`src/rtl/core/ibs_pkg.sv`:
```
// ----------------------------------------------------------------------------
// ibs_pkg
// shared types for the integer buffer sorter: data word, cell link, command
// ----------------------------------------------------------------------------
package ibs_pkg;

  localparam int DATA_W = 32;

  typedef logic signed [DATA_W-1:0] data_t;

  // what one cell shows its neighbors
  typedef struct packed {
    logic  valid;
    data_t value;
    logic  gt;
  } ibs_link_t;

  // control broadcast to the cell row
  typedef struct packed {
    logic ins;
    logic shift;
  } ibs_cmd_t;

endpackage

```
`src/rtl/core/ibs_if.sv`:
```
// ----------------------------------------------------------------------------
// ibs_in_if / ibs_out_if
// valid/ready channels for input elements and sorted results
// ----------------------------------------------------------------------------
interface ibs_in_if;
  logic           valid;
  logic           ready;
  ibs_pkg::data_t value;
  logic           last;

  modport source (output valid, output value, output last, input ready);
  modport sink   (input valid, input value, input last, output ready);
endinterface

interface ibs_out_if;
  logic           valid;
  logic           ready;
  ibs_pkg::data_t sorted_value;
  logic           final_res;
  logic           overflow;

  modport source (output valid, output sorted_value, output final_res, output overflow,
                  input ready);
  modport sink   (input valid, input sorted_value, input final_res, input overflow,
                  output ready);
endinterface

```
`src/rtl/core/ibs_cell.sv`:
```
// ----------------------------------------------------------------------------
// ibs_cell
// one slot of the insertion row: holds a value, takes the new element, the
// left neighbor's value, or the right neighbor's value when draining
// ----------------------------------------------------------------------------
module ibs_cell (
  input  logic                 clk,
  input  logic                 rst_n,
  input  ibs_pkg::ibs_cmd_t    cmd,
  input  ibs_pkg::data_t       new_value,
  input  ibs_pkg::ibs_link_t   left_link,
  input  ibs_pkg::ibs_link_t   right_link,
  output ibs_pkg::ibs_link_t   own_link
);

  logic           valid_r;
  logic           valid_nxt;
  ibs_pkg::data_t value_r;
  ibs_pkg::data_t value_nxt;
  logic           new_lt;

  assign new_lt = valid_r && (new_value < value_r);

  always_comb begin
    valid_nxt = valid_r;
    value_nxt = value_r;
    if (cmd.shift) begin
      valid_nxt = right_link.valid;
      value_nxt = right_link.value;
    end else if (cmd.ins) begin
      if (left_link.gt) begin
        valid_nxt = left_link.valid;
        value_nxt = left_link.value;
      end else if ((!valid_r && left_link.valid) || new_lt) begin
        // only the first slot that is empty or holds a larger value takes the new element
        valid_nxt = 1'b1;
        value_nxt = new_value;
      end
    end
  end

  always_ff @(posedge clk) begin
    if (!rst_n) begin
      valid_r <= 1'b0;
    end else begin
      valid_r <= valid_nxt;
    end
  end

  always_ff @(posedge clk) begin
    value_r <= value_nxt;
  end

  assign own_link.valid = valid_r;
  assign own_link.value = value_r;
  assign own_link.gt    = new_lt;

endmodule

```
`src/rtl/core/ibs_ctrl.sv`:
```
// ----------------------------------------------------------------------------
// ibs_ctrl
// run control: fill count, drop flag, load/drain phase, row commands
// ----------------------------------------------------------------------------
module ibs_ctrl #(
  parameter int SIZE  = 16,
  parameter int CNT_W = $clog2(SIZE + 1)
) (
  input  logic               clk,
  input  logic               rst_n,
  input  logic               in_valid,
  input  logic               in_last,
  output logic               in_ready,
  input  logic               out_ready,
  output logic               out_valid,
  output logic               final_res,
  output logic               overflow,
  output ibs_pkg::ibs_cmd_t  cmd
);

  localparam logic [CNT_W-1:0] FULL_CNT = CNT_W'(SIZE);
  localparam logic [CNT_W-1:0] ONE_CNT  = CNT_W'(1);

  logic [CNT_W-1:0] count_r;
  logic [CNT_W-1:0] count_nxt;
  logic             drain_r;
  logic             drain_nxt;
  logic             dropped_r;
  logic             dropped_nxt;
  logic             in_fire;
  logic             out_fire;
  logic             full;

  assign in_ready  = !drain_r;
  assign out_valid = drain_r;
  assign in_fire   = in_valid && in_ready;
  assign out_fire  = out_valid && out_ready;
  assign full      = (count_r == FULL_CNT);
  assign final_res = (count_r == ONE_CNT);
  assign overflow  = dropped_r;

  assign cmd.ins   = in_fire && !full;
  assign cmd.shift = out_fire;

  always_comb begin
    count_nxt   = count_r;
    drain_nxt   = drain_r;
    dropped_nxt = dropped_r;
    if (in_fire) begin
      if (full) begin
        dropped_nxt = 1'b1;
      end else begin
        count_nxt = count_r + ONE_CNT;
      end
      if (in_last) begin
        drain_nxt = 1'b1;
      end
    end else if (out_fire) begin
      count_nxt = count_r - ONE_CNT;
      if (final_res) begin
        drain_nxt   = 1'b0;
        dropped_nxt = 1'b0;
      end
    end
  end

  always_ff @(posedge clk) begin
    if (!rst_n) begin
      count_r   <= '0;
      drain_r   <= 1'b0;
      dropped_r <= 1'b0;
    end else begin
      count_r   <= count_nxt;
      drain_r   <= drain_nxt;
      dropped_r <= dropped_nxt;
    end
  end

endmodule

```
`src/rtl/core/integer_buffer_sorter.sv`:
```
// ----------------------------------------------------------------------------
// integer_buffer_sorter
// ascending sort of a run of signed integers in a row of insertion cells
//
//   channel | dir | fields                             | beat
//   in_bus  | in  | value, last                        | one element of a run
//   out_bus | out | sorted_value, final_res, overflow  | one sorted element
//
// load: one element per cycle, each inserted in place across the row in the
//   cycle it is taken; elements beyond SIZE are dropped and flagged
// drain: after the last beat, one result per cycle from cell 0 while the row
//   shifts left; in_bus.ready stays low until the final result is taken
// out_bus stalls freeze the row; reset empties the row
// ----------------------------------------------------------------------------
module integer_buffer_sorter #(
  parameter int SIZE = 16
) (
  input logic      clk,
  input logic      rst_n,
  ibs_in_if.sink   in_bus,
  ibs_out_if.source out_bus
);

  localparam int CNT_W = $clog2(SIZE + 1);

  ibs_pkg::ibs_cmd_t  cmd;
  ibs_pkg::ibs_link_t links [SIZE];

  ibs_ctrl #(
    .SIZE  (SIZE),
    .CNT_W (CNT_W)
  ) u_ctrl (
    .clk       (clk),
    .rst_n     (rst_n),
    .in_valid  (in_bus.valid),
    .in_last   (in_bus.last),
    .in_ready  (in_bus.ready),
    .out_ready (out_bus.ready),
    .out_valid (out_bus.valid),
    .final_res (out_bus.final_res),
    .overflow  (out_bus.overflow),
    .cmd       (cmd)
  );

  for (genvar i = 0; i < SIZE; i++) begin : g_cell
    ibs_pkg::ibs_link_t left_l;
    ibs_pkg::ibs_link_t right_l;

    if (i == 0) begin : g_first
      // head of the row: an occupied slot that never shifts
      assign left_l = '{valid: 1'b1, value: '0, gt: 1'b0};
    end else begin : g_mid_l
      assign left_l = links[i-1];
    end

    if (i == SIZE - 1) begin : g_last
      assign right_l = '0;
    end else begin : g_mid_r
      assign right_l = links[i+1];
    end

    ibs_cell u_cell (
      .clk        (clk),
      .rst_n      (rst_n),
      .cmd        (cmd),
      .new_value  (in_bus.value),
      .left_link  (left_l),
      .right_link (right_l),
      .own_link   (links[i])
    );
  end

  assign out_bus.sorted_value = links[0].value;

endmodule
```
`src/flat_wrapper.sv`:
```
// flat-port wrapper written by rule: the top's interface ports become plain ports
module integer_buffer_sorter_flat 
#(
  parameter int SIZE = 16
)
  (clk, rst_n, in_bus_valid, in_bus_value, in_bus_last, in_bus_ready, out_bus_valid, out_bus_sorted_value, out_bus_final_res, out_bus_overflow, out_bus_ready);
  ibs_in_if in_bus_i ();
  ibs_out_if out_bus_i ();
  input logic clk;
  input logic rst_n;
  input wire logic [$bits(in_bus_i.valid)-1:0] in_bus_valid;
  input wire logic [$bits(in_bus_i.value)-1:0] in_bus_value;
  input wire logic [$bits(in_bus_i.last)-1:0] in_bus_last;
  output wire logic [$bits(in_bus_i.ready)-1:0] in_bus_ready;
  output wire logic [$bits(out_bus_i.valid)-1:0] out_bus_valid;
  output wire logic [$bits(out_bus_i.sorted_value)-1:0] out_bus_sorted_value;
  output wire logic [$bits(out_bus_i.final_res)-1:0] out_bus_final_res;
  output wire logic [$bits(out_bus_i.overflow)-1:0] out_bus_overflow;
  input wire logic [$bits(out_bus_i.ready)-1:0] out_bus_ready;
  assign in_bus_i.valid = in_bus_valid;
  assign in_bus_i.value = in_bus_value;
  assign in_bus_i.last = in_bus_last;
  assign in_bus_ready = in_bus_i.ready;
  assign out_bus_valid = out_bus_i.valid;
  assign out_bus_sorted_value = out_bus_i.sorted_value;
  assign out_bus_final_res = out_bus_i.final_res;
  assign out_bus_overflow = out_bus_i.overflow;
  assign out_bus_i.ready = out_bus_ready;
  integer_buffer_sorter #(.SIZE(SIZE)) u_core (.clk(clk), .rst_n(rst_n), .in_bus(in_bus_i), .out_bus(out_bus_i));
endmodule
```
`config.mk`:
```
export PLATFORM = sky130hd
export DESIGN_NAME = integer_buffer_sorter_flat
export DESIGN_NICKNAME = d
export VERILOG_FILES = /design/src/rtl/core/ibs_pkg.sv /design/src/rtl/core/ibs_if.sv /design/src/rtl/core/ibs_cell.sv /design/src/rtl/core/ibs_ctrl.sv /design/src/rtl/core/integer_buffer_sorter.sv /design/src/flat_wrapper.sv
export SDC_FILE = /design/constraint.sdc
export NUM_CORES = 2
export LEC_CHECK = 0
export BUFFER_PORTS_ARGS = -buffer_cell sky130_fd_sc_hd__buf_2
export CORE_MARGIN = 2
export CORE_UTILIZATION = 58
export CTS_CLUSTER_SIZE = 10
export DETAILED_ROUTE_END_ITERATION = 8
export PLACE_DENSITY = 0.86
export SYNTH_ARGS = -nofsm -noshare
export SYNTH_HDL_FRONTEND = slang
export SYNTH_SLANG_ARGS = --single-unit
```
`constraint.sdc`:
```
create_clock -name clk -period 4.9 [get_ports clk]
set_clock_uncertainty 0.15 [all_clocks]
set_input_delay 0.245 -clock clk [delete_from_list [all_inputs] [get_ports clk]]
set_output_delay 0.245 -clock clk [all_outputs]
set_load 0.005 [all_outputs]
```
Word level (Yosys, flattened, before mapping) --
Index checks and enable logic that the tools add are counted.
Storage, ports and cells: flip-flop bits (word level) 535, bits of input ports 37, output and inout port bits 36, logic and storage cells 297
Cells by class: add/sub/neg operators 2, $lt $le $gt $ge 16, equal/unequal tests 5, mux-type cells 131, bitwise operators 1, reduce and logical (&&, ||, !) cells 107
Operator list (number):
- 32-bit 2-to-1 mux | 61
- 32-bit < comparator | 16
- 1-bit 2-to-1 mux | 67
- 3-bit nonzero test | 14
- 1-bit logical AND | 34
- 2-bit AND reduction | 17
- 1-bit zero test | 18
- 1-bit logical OR | 16
- 5-bit 2-to-1 mux | 3
- 2-bit nonzero test | 5
- 3-bit AND reduction | 2
- 5-bit by 1-bit adder with 5-bit output (second input constant) | 1
- 5-bit by 1-bit equality test with 1-bit output (second input constant) | 1
- 5-bit equality test (second input constant) | 1
- 5-bit by 1-bit subtractor with 5-bit output (second input constant) | 1
- 2-bit inequality test (second input constant) | 2
- 2-bit by 1-bit inequality test with 1-bit output (second input constant) | 1
- 2-bit OR reduction | 1
- 1-bit inverter | 1

Depth between registers and ports, before layout --
depth in word-level cells 7, depth in mapped cells 13, depth with buffers taken out 10

Modules after synthesis --
From an unflattened synthesis, not the netlist that was laid out.
Unflattened totals: cell total of the unflattened synthesis 4227, area, all modules 40329.9 sq um
By module, submodules not included:
- ibs_cell | instances 16, cells each 261, area an instance 2491.1 sq um, seq. area each 980.9 sq um
- ibs_ctrl | instances 1, cells each 49, area an instance 464.2 sq um, seq. area each 140.1 sq um
- integer_buffer_sorter | instances 1, cells each 2, area an instance 7.5 sq um, seq. area each 0.0 sq um

Worst setup path after synthesis --
No wires, ideal clock.
kind flip-flop to flip-flop, start register u_core.g_cell[1].u_cell.value_r[17], end register u_core.g_cell[1].u_cell.value_r[0], enable pin, setup time 0.466 ns, data arrival time 4.286 ns, data required time 4.284 ns, path slack -0.002 ns, stages on the path, launching flop included 12, path buffers 1, clock period less this slack 4.902 ns, cell sequence edfxtp_1 -> inv_1 -> ha_1 -> a21oi_1 -> o21ai_0 -> a221oi_1 -> o311ai_0 -> a21oi_1 -> mux2i_1 -> buf_2 -> a21oi_1 -> o21ai_0
On the way: cells in the longest elaborated chain, start to end 5
RTL lines:
- start, declared | RTL line ibs_cell.sv:18 | ibs_pkg::data_t value_r;
- start signal, assigned | RTL line ibs_cell.sv:51 | value_r <= value_nxt;
- 32-bit < comparator | RTL line ibs_cell.sv:22 | assign new_lt = valid_r && (new_value < value_r);
- 1-bit logical AND | RTL line ibs_cell.sv:22
- 1-bit logical OR | RTL line ibs_cell.sv:34 | end else if ((!valid_r && left_link.valid) || new_lt) begin
- 3-bit nonzero test (no line)
- 2-bit AND reduction (no line)
No other way between the ends. A chain may end at the register's enable or synchronous reset.

Worst setup path after layout --
start register u_core.g_cell[1].u_cell.value_r[17], end register u_core.g_cell[1].u_cell.value_r[5], enable pin
Same word-level chain as after synthesis.

==> impl_metrics.yaml <==
logic_synthesis:
  ys_ff_latch: 535
  synth_top_cell_area_share_pct: 36.5
  synth_cells: 4036
  yosys.area.top_type: "edfxtp_1"
  synth_ff_type: "edfxtp_1"
  synthAdderAreaFrac_pct: 15.8
  synth_area_leaders: "edfxtp_1 37%, ha_1 16%, inv_1 5.0%, a221o_1 4.9%, dfxtp_1 2.8%"
  avgSynthCellArea_um2: 9.78
  synth_nets: 4573
  syn_area_um2: 39500
  synth-simple-area-share_pct: 11.0
  async_flop_share_pct: 0
  synth_cell_type_count: 78
  muxShareOfSynthArea_pct: 2.80
  synth_xor_area_share_pct: 0.111
  ys_seq_area_share_pct: 39.3
  synth_warnings: 0
  synth_top_family_by_area: "compound AO/OA/AOI/OAI gates"
  synth-compound-area-share_pct: 22.6
  synth_edf_count: 480
sta:
  maxSlewViolCount: 0
  hold_violations: 0
  setup_viol: 0
  holdWs_ps: 38.6
  period_share_pct: 91.8
  period_needed_ps: 4500
  worstMarginPinSlew_ps: 1230
  setup_tns_ps: 0
  fmax_mhz: 222
  rsz0062_at_grt: "no"
  relSlewSlack_pct: 18.1
worst_setup_path:
  crit_start: "u_core.g_cell[1].u_cell.value_r[17]"
  required_ps: 5000
  slowest_stage: "a221oi_1"
  reg2regPathDepth: 11
  crit_path_max_fanout: 32
  worstReg2RegEnd: "u_core.g_cell[1].u_cell.value_r[5]"
  end_kind: "register"
  reg2reg_from: "u_core.g_cell[1].u_cell.value_r[17]"
  path_class: "register to register"
  crit_top_cell: "a21oi_1"
  endpoint: "u_core.g_cell[1].u_cell.value_r[5]"
  startpoint_type: "register"
  rrSetupSlack_ps: 400
  arrival_ps: 4600
  crit_chain: "inv_1, ha_1, a21oi_1, o21ai_0, a221oi_1, o311ai_0, a21oi_1, mux2i_4, a21oi_1, o21ai_4, buf_4"
  max_stage_delay_ps: 660
layout:
  n_fill_cell: 5114
  syn_to_final_growth_pct: 8.20
  fin_nets: 4517
  seqCellArea_um2: 15500
  drive_above_1_share_pct: 7.97
  final_util_pct: 63.5
  stdcell_area_um2: 42700
  multiInputGateArea_um2: 20900
detailed_routing:
  vias_per_cell: 6.92
  vias: 33800
  wl_per_cell_um: 23.2
  postRouteAntennaNets: 0
  wl_um: 114000
  drc: 0
  drt-pass1-iter-count: 6
  dr.first_iter.drc_count: 4486
die:
  die_x_um: 265
  die_h_um: 265
  initial_core_util_pct: 58.7
  fp.dieArea_um2: 70200
  num_io_pins: 73
  row_count: 95
  core_area_um2: 67300
power:
  power_density_nw_per_um2: 330
  p_leak_nw: 17.9
  vdd_drop_max_uv: 296
place:
  gp_routability_congestion: 0.923
  dp_hpwl_um: 84900
  placed_area_um2: 40800
  portBuffers: 72
clock_network:
  cts_tree: "done"
  cts_resized: 0
  clkSinkCount: 535
  clockBufferDepth: 3
  cts.clk_slew.worst_paths_ps: 50
  post_cts_buffers: 0
  numCtsBuffers: 66
  cts-root-buf: "clkbuf_16"
  htreeDepth: 3
  clock_latency_ps: 610
  cts_hold_buf: 3
global_routing:
  antenna_found_initial: 3
  grt_pass1_wl_um: 177000
  grt_usage_pct: 31.7
  grt_max_degree: 164
  grt_pass1_vias: 31800
  grt-ovfl-total: 0
hold_path:
  holdCritPathClass: "input port to register"
run:
  cap_violations: 0
outcome:
  outcome: "finished clean"
logic make-up (layout without fill, tap and decap cells):
| logic type | after synthesis | in the layout |
|---|---|---|
| and+or+nand+nor | 847 | 847 |
| adders and majority gates | 500 | 500 |
| muxes | 109 | 109 |
| buffers and inverters | 821 | 802 |
| xor gates and xnor gates | 5 | 5 |
| DFF | 535 | 535 |
| AOI/OAI and AO/OA | 1219 | 1219 |
| other | 0 | 2 |
through the flow:
| stage | setup slack, ps | power, mW | std cells |
|---|---|---|---|
| 6_report | 404 | 14.1 | 4892 |
| 5_1_grt | 301 | 14.7 | 4892 |
| 4_1_cts | 378 | 14.0 | 4890 |
| 3_5_place_dp | 178 | 9.45 | 4782 |
| 3_3_place_gp | 293 | 9.27 | 4782 |
| 2_1_floorplan | 143 | 8.34 | 4036 |
metal layers:
layer	track usage (%)	vias to the layer above	part of all wire, %	wire length, um
met5	0	-	0	0
met4	12.0	0	3.8	4270
met3	5.34	234	11	12400
li1	-	15400	-	-
met1	44.2	16200	41	46300
met2	49.7	1980	45	50600
where the power goes:
group / switching (mW) / leakage [nW] / internal [mW] / total, mW
clock: 1.91 / 0.938 / 2.68 / 4.59
sequential: 0.385 / 4.88 / 5.65 / 6.03
combinational: 2.16 / 12.1 / 1.31 / 3.47
cells in the final DEF, fill, tap and decap left out, types with 26 or more instances in the layout:
cell / instances
inv_1: 524
ha_1: 500
edfxtp_1: 480
o21ai_0: 203
a221o_1: 195
a21oi_1: 194
nor3_1: 171
nand2_1: 167
nand3_1: 152
o211ai_1: 140
nand4_1: 123
a211oi_1: 115
a21o_1: 107
mux2i_1: 102
o221ai_1: 94
buf_4: 87
nor2_1: 81
buf_2: 72
clkbuf_16: 69
dfxtp_1: 55
and2_1: 41
o221a_2: 33
clkbuf_1: 26
final cells by class:
cell class / count / area share, %
sequential: 535 / 36.3
inverter: 524 / 4.60
multi-input combinational: 2680 / 49.0
antenna: 2 / 0.0117
tap: 873 / 2.56
clock buffer: 99 / 4.40
clock inverter: 6 / 0.138
timing repair buffer: 173 / 2.96
registers in the layout, summed over array words and instances, names as in the netlist:
| signal | flops |
|---|---|
| u_core.g_cell.u_cell.valid_r | 16 |
| u_core.g_cell.u_cell.value_r | 512 |
| u_core.u_ctrl.count_r | 5 |
| u_core.u_ctrl.out_valid | 1 |
| u_core.u_ctrl.overflow | 1 |
how the worst min path moves through the flow:
stage / start / endpoint / slack (ps) / depth (start not counted)
floorplan: rst_n / u_core.g_cell[0].u_cell.valid_r / 230 / 2
global placement: u_core.u_ctrl.overflow / u_core.u_ctrl.overflow / 320 / 2
detailed placement: u_core.u_ctrl.overflow / u_core.u_ctrl.overflow / 330 / 2
CTS: out_bus_ready / u_core.g_cell[11].u_cell.value_r[0] / 7 / 3
global route: out_bus_ready / u_core.g_cell[11].u_cell.value_r[0] / 30 / 3
finish: out_bus_ready / u_core.g_cell[11].u_cell.value_r[0] / 40 / 3
synthesized netlist by cell type (95+ instances only):
library cell and count:
a211oi_1 116, a21o_1 107, a21oi_1 196, a221o_1 195
clkbuf_1 195, edfxtp_1 480, ha_1 500, inv_1 524
mux2i_1 103, nand2_1 168, nand3_1 152, nand4_1 123
nor3_1 171, o211ai_1 140, o21ai_0 205, o221ai_1 95
worst max-delay path, delay by kind of cell (launching register included):
kind / cells / cell delay, ps
compound gates: 7 / 2210
buf+inv: 2 / 520
mux: 1 / 620
fa+ha+maj: 1 / 240
flops: 1 / 400
(Power assumes the default switching activity.)
